## src/rtl/core/mqtt_control_packet_parser_defines.svh

```systemverilog
// Assertion helpers for the MQTT parser.
`ifndef MQTT_CONTROL_PACKET_PARSER_DEFINES_SVH
`define MQTT_CONTROL_PACKET_PARSER_DEFINES_SVH

// Assert an implication under synchronous reset.
`define MQP_ASSERT_IMP(lbl, clk, rst_n, ante, cons) \
    lbl: assert property (@(posedge clk) disable iff (!rst_n) (ante) |-> (cons)) \
        else $error("assertion failed");

// Assert a next-cycle implication under synchronous reset.
`define MQP_ASSERT_NXT(lbl, clk, rst_n, ante, cons) \
    lbl: assert property (@(posedge clk) disable iff (!rst_n) (ante) |=> (cons)) \
        else $error("assertion failed");

`endif

```

## src/rtl/core/mqp_pkg.sv

```systemverilog
package mqp_pkg;

    localparam int PhW = 5;

    typedef enum logic [PhW-1:0] {
        PH_HDR      = 5'd0,
        PH_LEN      = 5'd1,
        PH_NAME     = 5'd2,
        PH_LEVEL    = 5'd3,
        PH_CFLAGS   = 5'd4,
        PH_KEEP     = 5'd5,
        PH_PROPS    = 5'd6,
        PH_CLIENT   = 5'd7,
        PH_WPROPS   = 5'd8,
        PH_WTOPIC   = 5'd9,
        PH_WMSG     = 5'd10,
        PH_USER     = 5'd11,
        PH_PASS     = 5'd12,
        PH_ACKFLAGS = 5'd13,
        PH_CODE     = 5'd14,
        PH_TOPIC    = 5'd15,
        PH_ID       = 5'd16,
        PH_QOS      = 5'd17,
        PH_PAYLOAD  = 5'd18,
        PH_RCODE    = 5'd19,
        PH_SUBCODE  = 5'd20
    } t_phase;

    typedef enum logic [1:0] {
        CLS_FIXED  = 2'd0,
        CLS_STRING = 2'd1,
        CLS_PROPS  = 2'd2,
        CLS_PAY    = 2'd3
    } t_class;

    localparam logic [4:0] K_HEADER   = 5'd0;
    localparam logic [4:0] K_LENGTH   = 5'd1;
    localparam logic [4:0] K_PROPLEN  = 5'd6;
    localparam logic [4:0] K_PROP     = 5'd7;
    localparam logic [4:0] K_CLIENTID = 5'd8;
    localparam logic [4:0] K_CODE     = 5'd14;
    localparam logic [4:0] K_PAYLOAD  = 5'd18;

    localparam logic [3:0] T_CONNECT   = 4'd1;
    localparam logic [3:0] T_CONNACK   = 4'd2;
    localparam logic [3:0] T_PUBLISH   = 4'd3;
    localparam logic [3:0] T_PUBACK    = 4'd4;
    localparam logic [3:0] T_PUBREC    = 4'd5;
    localparam logic [3:0] T_PUBREL    = 4'd6;
    localparam logic [3:0] T_PUBCOMP   = 4'd7;
    localparam logic [3:0] T_SUBSCRIBE = 4'd8;
    localparam logic [3:0] T_SUBACK    = 4'd9;
    localparam logic [3:0] T_UNSUB     = 4'd10;
    localparam logic [3:0] T_UNSUBACK  = 4'd11;

    localparam logic [7:0] LEVEL_RESET = 8'd4;
    localparam logic [7:0] LEVEL_PROPS = 8'd5;

    function automatic t_class phase_class(input t_phase ph);
        case (ph)
            PH_NAME, PH_CLIENT, PH_WTOPIC, PH_WMSG, PH_USER, PH_PASS, PH_TOPIC:
                phase_class = CLS_STRING;
            PH_PROPS, PH_WPROPS:
                phase_class = CLS_PROPS;
            PH_LEVEL, PH_CFLAGS, PH_KEEP, PH_ACKFLAGS, PH_CODE, PH_ID, PH_QOS,
            PH_RCODE, PH_SUBCODE:
                phase_class = CLS_FIXED;
            default:
                phase_class = CLS_PAY;
        endcase
    endfunction

    function automatic logic [4:0] phase_kind(input t_phase ph);
        case (ph)
            PH_CLIENT:             phase_kind = K_CLIENTID;
            PH_WPROPS:             phase_kind = K_PROPLEN;
            PH_RCODE, PH_SUBCODE:  phase_kind = K_CODE;
            PH_HDR, PH_LEN, PH_NAME, PH_LEVEL, PH_CFLAGS, PH_KEEP, PH_PROPS,
            PH_WTOPIC, PH_WMSG, PH_USER, PH_PASS, PH_ACKFLAGS, PH_CODE,
            PH_TOPIC, PH_ID, PH_QOS, PH_PAYLOAD:
                phase_kind = 5'(ph);
            default:               phase_kind = K_PAYLOAD;
        endcase
    endfunction

    function automatic t_phase after_will(input logic [7:0] cf);
        if (cf[7])      after_will = PH_USER;
        else if (cf[6]) after_will = PH_PASS;
        else            after_will = PH_PAYLOAD;
    endfunction

    function automatic t_phase following(input t_phase ph, input logic [3:0] t,
                                         input logic [3:0] fl, input logic [7:0] cf,
                                         input logic l5);
        logic id_ack;
        id_ack = (t inside {[T_PUBACK:T_PUBCOMP]}) || (t == T_UNSUBACK);
        case (ph)
            PH_LEN: begin
                if (t == T_CONNECT)                      following = PH_NAME;
                else if (t == T_CONNACK)                 following = PH_ACKFLAGS;
                else if (t == T_PUBLISH)                 following = PH_TOPIC;
                else if (t inside {[T_PUBACK:T_UNSUBACK]}) following = PH_ID;
                else                                     following = PH_PAYLOAD;
            end
            PH_NAME:   following = PH_LEVEL;
            PH_LEVEL:  following = PH_CFLAGS;
            PH_CFLAGS: following = PH_KEEP;
            PH_KEEP:   following = l5 ? PH_PROPS : PH_CLIENT;
            PH_PROPS: begin
                if (t == T_CONNECT)                        following = PH_CLIENT;
                else if (t == T_SUBSCRIBE || t == T_UNSUB) following = PH_TOPIC;
                else if (t == T_SUBACK)                    following = PH_SUBCODE;
                else                                       following = PH_PAYLOAD;
            end
            PH_CLIENT: begin
                if (cf[2]) following = l5 ? PH_WPROPS : PH_WTOPIC;
                else       following = after_will(cf);
            end
            PH_WPROPS:   following = PH_WTOPIC;
            PH_WTOPIC:   following = PH_WMSG;
            PH_WMSG:     following = after_will(cf);
            PH_USER:     following = cf[6] ? PH_PASS : PH_PAYLOAD;
            PH_ACKFLAGS: following = PH_CODE;
            PH_CODE:     following = l5 ? PH_PROPS : PH_PAYLOAD;
            PH_TOPIC: begin
                if (t == T_PUBLISH) begin
                    if (fl[2:1] != 2'd0) following = PH_ID;
                    else                 following = l5 ? PH_PROPS : PH_PAYLOAD;
                end else if (t == T_SUBSCRIBE) begin
                    following = PH_QOS;
                end else begin
                    following = PH_TOPIC;
                end
            end
            PH_ID: begin
                if (t == T_PUBLISH)   following = l5 ? PH_PROPS : PH_PAYLOAD;
                else if (id_ack)      following = l5 ? PH_RCODE : PH_PAYLOAD;
                else if (l5)          following = PH_PROPS;
                else                  following = (t == T_SUBACK) ? PH_SUBCODE : PH_TOPIC;
            end
            PH_RCODE:   following = PH_PROPS;
            PH_QOS:     following = PH_TOPIC;
            PH_SUBCODE: following = PH_SUBCODE;
            default:    following = PH_PAYLOAD;
        endcase
    endfunction

endpackage

```

## src/rtl/core/mqtt_control_packet_parser.sv

```systemverilog
// MQTT control packet parser: one byte in, one tagged byte out.
// Each taken input beat appears at the output in the next cycle (one result register).
// Throughput: one beat per cycle while the output is not stalled; the tagging state updates in a single step.
// A full output register is refilled in the same cycle it is taken.
// Reset (i_rst_n low, synchronous): parser awaits a fixed header, level register is 4.
module mqtt_control_packet_parser #(
    parameter int MAX_VARINT_BYTES = 4
) (
    input  logic        i_clk,
    input  logic        i_rst_n,
    input  logic        i_cfg_we,
    input  logic [7:0]  i_cfg_wdata,
    input  logic        i_valid,
    output logic        o_stall,
    input  logic [7:0]  i_in_byte,
    output logic        o_valid,
    input  logic        i_stall,
    output logic [7:0]  o_out_byte,
    output logic [4:0]  o_field_kind,
    output logic        o_length_prefix,
    output logic        o_field_last,
    output logic [3:0]  o_packet_type,
    output logic [3:0]  o_packet_flags,
    output logic [27:0] o_remaining_length,
    output logic        o_packet_last,
    output logic        o_malformed,
    output logic        o_truncated
);
    import mqp_pkg::*;
    `include "mqtt_control_packet_parser_defines.svh"

    localparam logic [1:0] VarLast = 2'(MAX_VARINT_BYTES - 1);

    logic [7:0]  r_level_cfg;
    t_phase      r_phase, n_phase;
    logic [3:0]  r_type, n_type, r_flags, n_flags;
    logic [27:0] r_accum, n_accum, r_left, n_left, r_fleft, n_fleft, r_pkt_len, n_pkt_len;
    logic [1:0]  r_vcnt, n_vcnt, r_sub, n_sub;
    logic [7:0]  r_cflags, n_cflags, r_level, n_level;

    logic        r_valid;
    logic [7:0]  r_byte;
    logic [4:0]  r_kind, n_kind;
    logic        r_prefix, n_prefix, r_flast, n_flast, r_plast, n_plast;
    logic        r_bad, n_bad, r_trunc, n_trunc;
    logic [27:0] r_rlen, n_rlen;

    logic        take;
    logic [27:0] va_sum;
    logic        va_cont, va_bad;
    logic        l5, done, enter_next;
    t_class      cls;
    t_phase      nxt;

    assign o_stall = r_valid && i_stall;
    assign take    = i_valid && !o_stall;

    assign va_sum  = r_accum + (28'(i_in_byte[6:0]) << (5'd7 * 5'(r_vcnt)));
    assign va_cont = i_in_byte[7];
    assign va_bad  = va_cont && (r_vcnt >= VarLast);
    assign l5      = r_level >= LEVEL_PROPS;
    assign cls     = phase_class(r_phase);
    assign nxt     = following(r_phase, r_type, r_flags, r_cflags, l5);

    always_comb begin
        n_phase = r_phase; n_type = r_type; n_flags = r_flags; n_accum = r_accum;
        n_left = r_left; n_fleft = r_fleft; n_pkt_len = r_pkt_len; n_vcnt = r_vcnt;
        n_sub = r_sub; n_cflags = r_cflags; n_level = r_level;
        n_kind = K_HEADER; n_prefix = 1'b0; n_flast = 1'b0; n_plast = 1'b0;
        n_bad = 1'b0; n_trunc = 1'b0; n_rlen = r_pkt_len;
        done = 1'b0; enter_next = 1'b0;
        if (r_phase == PH_HDR) begin
            n_type = i_in_byte[7:4]; n_flags = i_in_byte[3:0];
            n_level = r_level_cfg; n_pkt_len = '0; n_rlen = '0; n_flast = 1'b1;
            n_phase = PH_LEN; n_accum = '0; n_vcnt = '0;
        end else if (r_phase == PH_LEN) begin
            n_kind = K_LENGTH; n_accum = va_sum; n_rlen = va_sum;
            if (va_bad) begin
                n_bad = 1'b1; n_phase = PH_HDR;
            end else if (va_cont) begin
                n_vcnt = r_vcnt + 2'd1;
            end else begin
                n_flast = 1'b1; n_pkt_len = va_sum; n_left = va_sum;
                if (va_sum == '0) begin
                    n_plast = 1'b1; n_phase = PH_HDR;
                end else begin
                    enter_next = 1'b1;
                end
            end
        end else begin
            n_left  = r_left - 28'd1;
            n_plast = (n_left == '0);
            n_kind  = phase_kind(r_phase);
            case (cls)
                CLS_FIXED: begin
                    if (r_phase == PH_LEVEL)  n_level  = i_in_byte;
                    if (r_phase == PH_CFLAGS) n_cflags = i_in_byte;
                    n_fleft = r_fleft - 28'd1;
                    done = (n_fleft == '0);
                    n_flast = done;
                end
                CLS_STRING: begin
                    n_prefix = (r_sub != 2'd2);
                    if (r_sub == 2'd0) begin
                        n_fleft = {12'd0, i_in_byte, 8'd0}; n_sub = 2'd1;
                    end else if (r_sub == 2'd1) begin
                        n_fleft = r_fleft | 28'(i_in_byte);
                        if (n_fleft == '0) done = 1'b1;
                        else n_sub = 2'd2;
                    end else begin
                        n_fleft = r_fleft - 28'd1;
                        done = (n_fleft == '0);
                    end
                    n_flast = done;
                end
                CLS_PROPS: begin
                    if (r_sub == 2'd0) begin
                        n_kind = K_PROPLEN; n_accum = va_sum;
                        if (va_bad) begin
                            n_bad = 1'b1;
                        end else if (va_cont) begin
                            n_vcnt = r_vcnt + 2'd1;
                        end else begin
                            n_flast = 1'b1;
                            if (va_sum == '0) done = 1'b1;
                            else begin
                                n_fleft = va_sum; n_sub = 2'd2;
                            end
                        end
                    end else begin
                        n_kind = K_PROP;
                        n_fleft = r_fleft - 28'd1;
                        done = (n_fleft == '0);
                        n_flast = done;
                    end
                end
                default: begin
                    n_flast = n_plast; done = 1'b1;
                end
            endcase
            n_trunc = n_plast && !done;
            if (n_bad || n_plast) n_phase = PH_HDR;
            else if (done && cls != CLS_PAY) enter_next = 1'b1;
        end
        if (enter_next) begin
            n_phase = nxt; n_sub = '0; n_accum = '0; n_vcnt = '0;
            n_fleft = (nxt == PH_KEEP || nxt == PH_ID) ? 28'd2 : 28'd1;
        end
    end

    always_ff @(posedge i_clk) begin
        if (!i_rst_n) begin
            r_level_cfg <= LEVEL_RESET;
            r_phase <= PH_HDR; r_type <= '0; r_flags <= '0; r_accum <= '0;
            r_left <= '0; r_fleft <= '0; r_pkt_len <= '0; r_vcnt <= '0;
            r_sub <= '0; r_cflags <= '0; r_level <= LEVEL_RESET;
            r_valid <= 1'b0;
        end else begin
            if (i_cfg_we) r_level_cfg <= i_cfg_wdata;
            if (take) begin
                r_phase <= n_phase; r_type <= n_type; r_flags <= n_flags;
                r_accum <= n_accum; r_left <= n_left; r_fleft <= n_fleft;
                r_pkt_len <= n_pkt_len; r_vcnt <= n_vcnt; r_sub <= n_sub;
                r_cflags <= n_cflags; r_level <= n_level;
                r_valid <= 1'b1;
            end else if (!i_stall) begin
                r_valid <= 1'b0;
            end
        end
    end

    always_ff @(posedge i_clk) begin
        if (take) begin
            r_byte <= i_in_byte; r_kind <= n_kind; r_prefix <= n_prefix;
            r_flast <= n_flast; r_plast <= n_plast; r_bad <= n_bad;
            r_trunc <= n_trunc; r_rlen <= n_rlen;
        end
    end

    assign o_valid            = r_valid;
    assign o_out_byte         = r_byte;
    assign o_field_kind       = r_kind;
    assign o_length_prefix    = r_prefix;
    assign o_field_last       = r_flast;
    assign o_packet_type      = r_type;
    assign o_packet_flags     = r_flags;
    assign o_remaining_length = r_rlen;
    assign o_packet_last      = r_plast;
    assign o_malformed        = r_bad;
    assign o_truncated        = r_trunc;

    `MQP_ASSERT_NXT(a_bad_resync, i_clk, i_rst_n, take && n_bad, r_phase == PH_HDR)
    `MQP_ASSERT_NXT(a_plast_resync, i_clk, i_rst_n, take && n_plast, r_phase == PH_HDR)
    `MQP_ASSERT_IMP(a_trunc_plast, i_clk, i_rst_n, r_valid && o_truncated, o_packet_last)
    `MQP_ASSERT_IMP(a_hdr_kind, i_clk, i_rst_n,
                    take && r_phase == PH_HDR, n_kind == K_HEADER && n_flast)
endmodule
```

## config.mk

```make
export PLATFORM = sky130hd
export DESIGN_NAME = mqtt_control_packet_parser
export DESIGN_NICKNAME = d
export VERILOG_FILES = /design/src/rtl/core/mqp_pkg.sv /design/src/rtl/core/mqtt_control_packet_parser.sv
export VERILOG_INCLUDE_DIRS = /design/src /design/src/rtl/core
export SDC_FILE = /design/constraint.sdc
export NUM_CORES = 1
export LEC_CHECK = 0
export BUFFER_PORTS_ARGS = -buffer_cell sky130_fd_sc_hd__buf_2
export CAP_MARGIN = 40
export CORE_MARGIN = 2
export CORE_UTILIZATION = 35
export CTS_CLUSTER_SIZE = 30
export DETAILED_ROUTE_END_ITERATION = 7
export HOLD_SLACK_MARGIN = 0.03
export PLACE_DENSITY_LB_ADDON = 0.1
export SYNTH_ARGS = -nofsm -noshare
export SYNTH_HDL_FRONTEND = slang
export SYNTH_SLANG_ARGS = --single-unit
```

## constraint.sdc

```tcl
create_clock -name i_clk -period 5.2 [get_ports i_clk]
set_input_delay 0.52 -clock i_clk [delete_from_list [all_inputs] [get_ports i_clk]]
set_output_delay 0.52 -clock i_clk [all_outputs]
set_load 0.01 [all_outputs]
```

======== After elaboration in Yosys (flattened, before gate mapping) ========
Memory sizes are Yosys's and may differ from the RTL's. A register that Yosys moved wholly into a read port is not among the register bits.
Index checks and enable logic that the tools add are counted.
Widths: inputs -> output; s select.
storage, ports and cells
  register bits ........................... 200
  memory bits (read-only) ................. 64
  input port bits ......................... 21
  output and inout port bits .............. 56
  memories kept ........................... 1
memory list
  name             depth  bits a word  rd ports  clocked after Yosys merged registers in  write ports  line           source
  (no name shown)  32     2            1         1                                        0            mqp_pkg.sv:60  case (ph)
operators by class
  $add $sub $neg .......................... 4
  multiply operators ...................... 1
  magnitude comparators ................... 5
  equal/unequal tests ..................... 53
  shifts and indexed selects .............. 1
  mux-type cells .......................... 110
  bitwise gates (word level) .............. 4
  reductions and logical operators ........ 42
operators by type and width
  operator               number
  $mux 28                20
  $mux 5                 26
  $logic_not 28->1       4
  $pmux 5 s18            1
  $pmux 28 s3            1
  $sub 28x1->28 const B  2
  $eq 5x4->1 const B     8
  $mux 2                 19
  $mux 1                 34
  $mux 8                 4
  $eq 5x5->1 const B     6
  $add 28x28->28         1
  $or 28x8->28           1
  $shl 7x5->28           1
  $eq 5x3->1 const B     5
  $ne 4x4->1 const B     5
  $pmux 5 s4             1
  $reduce_or 17->1       1
  $eq 4x4->1 const B     4
  $reduce_and 4->1       4
  $reduce_bool 4->1      4
  $ne 2x2->1 const B     7
  $ne 3x3->1 const B     4
  $eq 5x2->1 const B     2
  other kinds (33)       55

======== Depth between registers and ports, before layout ========
  depth in word-level cells ............... 20
  depth in mapped cells ................... 24

======== Worst setup path after synthesis ========
Ideal clock, no wire load.
  kind .................................... input -> register
  start point ............................. input i_in_byte[0]
  end point ............................... register, netlist name cls[0]
  data arrival time ....................... 5330 ps
  required time ........................... 5109 ps
  path slack .............................. -221 ps
  stages on the path ...................... 23
  cells stage by stage .................... clkbuf_1 and2_1 ha_1 inv_1 fa_1 nand2b_1 a211oi_2 o2111ai_1 and4_1 buf_6 or3b_1 nor4_1 nand4_1 o32a_2 buf_6 a21oi_4 mux2i_1 inv_1 ha_1 and2_1 mux2i_1 nor3b_1 a311oi_1
on the way
  cells in the longest elaborated chain, start to end .. 19
RTL lines
  what                                                 line                                                                 source
  start: declaration                                   mqtt_control_packet_parser.sv:15                                     input logic [7:0] i_in_byte,
  $shl 7x5->28                                         mqtt_control_packet_parser.sv:58                                     assign va_sum = r_accum + (28'(i_in_byte[6:0]) << (5'd7 * 5'(r_vcnt)));
  $add 28x28->28                                       mqtt_control_packet_parser.sv:58
  $logic_not 28->1                                     mqtt_control_packet_parser.sv:84, mqtt_control_packet_parser.sv:125
  $mux 1                                               mqtt_control_packet_parser.sv:125                                    if (va_sum == '0) done = 1'b1;
  $mux 1                                               mqtt_control_packet_parser.sv:121                                    end else if (va_cont) begin
  $mux 1                                               mqtt_control_packet_parser.sv:119                                    if (va_bad) begin
  $mux 1                                               mqtt_control_packet_parser.sv:117                                    if (r_sub == 2'd0) begin
  $pmux 1 s3                                           mqtt_control_packet_parser.sv:94                                     case (cls)
  [... 2 more ...]                                     -
  $logic_and 1x1->1                                    mqtt_control_packet_parser.sv:143                                    else if (done && cls != CLS_PAY) enter_next = 1'b1;
  $mux 1                                               mqtt_control_packet_parser.sv:143
  $mux 1                                               mqtt_control_packet_parser.sv:142                                    if (n_bad || n_plast) n_phase = PH_HDR;
  $mux 1                                               mqtt_control_packet_parser.sv:76                                     end else if (r_phase == PH_LEN) begin
  $mux 1                                               mqtt_control_packet_parser.sv:72                                     if (r_phase == PH_HDR) begin
  $ne 5x4->1 (no source line) (tied with other cells)  -
  $reduce_and 4->1 (no source line)                    -
  $mux 5 (no source line) * (2 in a row)               -
Every way passes the cells marked *; elsewhere a longest branch is shown, timed or not. The select of a mux whose other input is x is not followed.
A chain may end at the register's enable or synchronous reset.

======== Final worst setup path ========
  start point ............................. register r_vcnt[1]
  end point ............................... register, netlist name cls[1]
on the way
  cells in the longest elaborated chain, start to end .. 20
RTL lines
  what                                                 line                                                                 source
  start: declaration                                   mqtt_control_packet_parser.sv:38                                     logic [1:0] r_vcnt, n_vcnt, r_sub, n_sub;
  start signal: assignment                             mqtt_control_packet_parser.sv:163                                    r_pkt_len <= n_pkt_len; r_vcnt <= n_vcnt; r_sub <= n_sub;
  $mul 3x2->5                                          mqtt_control_packet_parser.sv:58
  $shl 7x5->28                                         mqtt_control_packet_parser.sv:58
  $add 28x28->28                                       mqtt_control_packet_parser.sv:58
  $logic_not 28->1                                     mqtt_control_packet_parser.sv:84, mqtt_control_packet_parser.sv:125
  $mux 1                                               mqtt_control_packet_parser.sv:125
  $mux 1                                               mqtt_control_packet_parser.sv:121
  $mux 1                                               mqtt_control_packet_parser.sv:119
  $mux 1                                               mqtt_control_packet_parser.sv:117
  [... 3 more ...]                                     -
  $logic_and 1x1->1                                    mqtt_control_packet_parser.sv:143
  $mux 1                                               mqtt_control_packet_parser.sv:143
  $mux 1                                               mqtt_control_packet_parser.sv:142
  $mux 1                                               mqtt_control_packet_parser.sv:76
  $mux 1                                               mqtt_control_packet_parser.sv:72
  $ne 5x4->1 (no source line) (tied with other cells)  -
  $reduce_and 4->1 (no source line)                    -
  $mux 5 (no source line) * (2 in a row)               -
Marked as above.

==> results.toml <==
[setup_path]
ff2ff_setup_slack_ps = 280
ff2ff_path_depth = 23
cp_max_fo = 7
reg2reg_to = "cls[1]$_DFF_P_"
critPathRequiredTime_ps = 5600
arrival_ps = 5320
end_kind = "flip-flop"
critPathLaunchType = "flip-flop"
setup.worst_path.class = "reg2reg"
r2r_start = "r_vcnt[1]$_SDFFE_PN0P_"

[worst_hold_path]
whs_path_depth = 3
holdPathEnd = "r_level_cfg[2]$_SDFFE_PN1P_"
hp-class = "in2reg"
hp-start = "i_cfg_wdata[2]"

[synth]
synth_warnings = 0
synthArstFlopShare_pct = 0
netlist_area_sq_um = 13400
ys_ff_latch = 197
syn_inst = 1757
syn_avg_cell_area_sq_um = 7.65
ys_types = 99
ys.flop_type = "dfxtp_1"
synth_fp_nets = 1822
synth-edff-count = 46
yosysSeqAreaShare_pct = 32.8

[die]
die_y_microns = 200
fp.dieArea_sq_um = 40000
std_cell_rows = 71
die_x_microns = 200
core-area_sq_um = 37800
io_pins = 77
start_util_pct = 35.6

[clock_tree]
clk_pin_slew_ps = 80
cts.sinks = 197
cts_inserted_buffers = 17
htree_levels = 4
clk_latency_ps = 480
cts_buffer_depth = 2
clockRootBuffer = "clkbuf_16"
cts_tree = "done"

[sta]
skew_ps = 15.0
maxSlewViolCount = 0
finalHoldViolations = 0
fmax_ghz = 0.203
fin_crit_ps = 4920
setup_ws_ps = 280
slew_headroom_pct = 43.7
finalSetupViolations = 0
worstMarginPinSlew_ps = 841
post-route-period-util_pct = 94.6

[routing]
drc = 0
vias_per_cell = 5.74
routed_wl_mm = 52.6
num_vias = 14100
antenna_left = 0
initialDrtViolationCount = 1255
wl_per_cell_microns = 21.5
dr.pass1.iters = 6

[global_routing]
grt_remaining_overflow = 0
grt_antenna_before_repair = 0
grt_util_all_layers_pct = 26.3
grt_start_max_net_pins = 52
grt_pass1_vias = 13000
grt_pass1_wl_mm = 79.3

[finish]
diodes = 0
drive_gt1_share_pct = 20.3
syn_to_final_growth_pct = 22.3
final_nets = 1995
fin_cells = 2454

[flow_run]
cap_violations = 0

[power]
power_density_nw_per_um2 = 289
p_leak_nw = 6.65
peakVddDrop_mv = 0.230
total_power_w = 0.00475

[place]
placedCellCount = 2420
place_ws_ps = -200
port_buffers = 76
gp_congestion = 0.925
dp_hpwl_mm = 38.9

[outcome]
run_status = "complete, no violations"
Yosys cell counts (7+ instances only):
master	instances	area (sq um)
o21ai_1	9	45.0
a21o_1	15	113
o21ai_0	96	480
a31oi_1	15	93.8
xor2_1	16	140
or4_1	10	75.1
nor3b_1	10	75.1
nand4_1	27	169
o21a_1	14	105
ha_1	43	538
nor4_1	28	175
nand2_1	182	683
xnor2_1	14	123
a211oi_1	13	97.6
or3_1	22	138
mux2i_1	41	410
clkbuf_1	103	387
o221ai_1	7	61.3
a221oi_1	12	105
buf_2	11	55.1
o22ai_1	18	113
inv_1	38	143
edfxtp_1	46	1380
nor3_1	62	310
a21oi_1	150	751
nand3_1	45	225
nor2b_1	18	113
nor2_1	248	931
dfxtp_1	151	3020
and2_1	33	206
nand2b_1	19	119
a22oi_1	32	240
and3_1	14	87.6
a311oi_1	11	96.3
a22o_1	11	96.3
o211ai_1	12	90.1
worst max path at each step:
stage	startpoint	end	slack (ps)	depth (start not counted)
final	r_vcnt[1]$_SDFFE_PN0P_	cls[1]$_DFF_P_	280	23
after global routing	r_vcnt[0]$_SDFFE_PN0P_	cls[0]$_DFF_P_	-3	23
after CTS	r_vcnt[1]$_SDFFE_PN0P_	cls[0]$_DFF_P_	9	21
after detailed placement	i_in_byte[0]	cls[0]$_DFF_P_	-200	23
after global placement	i_in_byte[0]	cls[0]$_DFF_P_	-90	24
after floorplan	r_vcnt[1]$_SDFFE_PN0P_	cls[0]$_DFF_P_	10	24
registers in the layout, summed over array words and instances (netlist names), 8 cells and up:
signal              flops
r_level                 8
r_left                 28
r_fleft                28
r_accum                28
r_pkt_len              28
o_remaining_length     28
r_level_cfg             8
o_out_byte              8
metal layers:
| layer | wire length [microns] | global-route usage, % | up-vias |
|---|---|---|---|
| met5 | 0 | 0 | - |
| met4 | 1630 | 9.44 | 0 |
| met3 | 3320 | 4.64 | 84 |
| met2 | 23500 | 41.1 | 469 |
| met1 | 24200 | 36.4 | 6727 |
| li1 | - | - | 6795 |
critical path, cell delays in order, from the launching register on:
cell,delay [ps]
dfxtp_2,370
buf_4,150
nor2b_4,50
and2_1,160
ha_1,430
buf_4,190
nand2_1,50
o21ai_1,280
buf_4,200
a21oi_1,70
a21boi_0,370
o2111ai_2,210
nor4_2,330
nand4_1,150
buf_6,170
o32a_4,350
a21oi_4,200
mux2i_4,250
buf_4,130
buf_4,120
ha_1,150
inv_1,50
a221o_1,300
a21oi_1,110
kinds of logic after synthesis:
family / after synthesis / share of synthesized area, %
AOI/OAI and AO/OA: 503 / 24.6
xor gates and xnor gates: 31 / 2.07
adders and majority gates: 44 / 4.15
buffers and inverters: 169 / 5.16
DFF: 197 / 32.8
muxes: 43 / 3.22
and+or+nand+nor: 770 / 28.1
final cells by class:
type                    instances  area (sq um)
repair buffers                283          2020
inverters                      40           153
clock inverters                14           181
clock buffers                  18           429
multi-input cells            1391          8610
flip-flops and latches        197          4410
well taps                     511           639
fillers                      3869         21300
per-stage QoR:
step	util (%)	instance area [sq um]	setup TNS (ps)	hold WS, ps
floorplan	-	13500	0	436
global placement	41.1	15500	-126	444
detailed placement	41.3	15600	-1260	450
CTS	42.9	16200	0	242
global route	43.6	16400	-2.69	256
finish	43.6	16400	0	266
repair_timing:
item / 4_1_cts / 5_1_grt
cloned: 0 / 0
resized for setup: 2 / 53
pin swaps: 0 / 15
buffers inserted: 0 / 2
endpoints found under the setup margin: 2 / 34
hold buffers: 0 / 0
power by group:
group / internal (W) / switching (W) / total (W)
Clock: 0.000694 / 0.000703 / 0.00140
Combinational: 0.000605 / 0.00102 / 0.00162
Sequential: 0.00165 / 0.0000848 / 0.00173
Total: 0.00294 / 0.00181 / 0.00475
layout by cell type, fill, tap and decap left out, types with 16 or more instances in the layout:
master and instances:
a21oi_1 141, buf_2 77, o22ai_1 16, nand3_1 44, nor3_1 62, nor4_1 26, inv_1 38, o21ai_0 92
clkbuf_16 17, and2_1 32, nor2_1 247, buf_4 198, or3_1 22, ha_1 38, mux2i_1 40, nand2_1 181
dfxtp_1 149, edfxtp_1 46, a22oi_1 32, nor2b_1 16, nand2b_1 18, nand4_1 27, xor2_1 16
(Power assumes the default switching activity.)
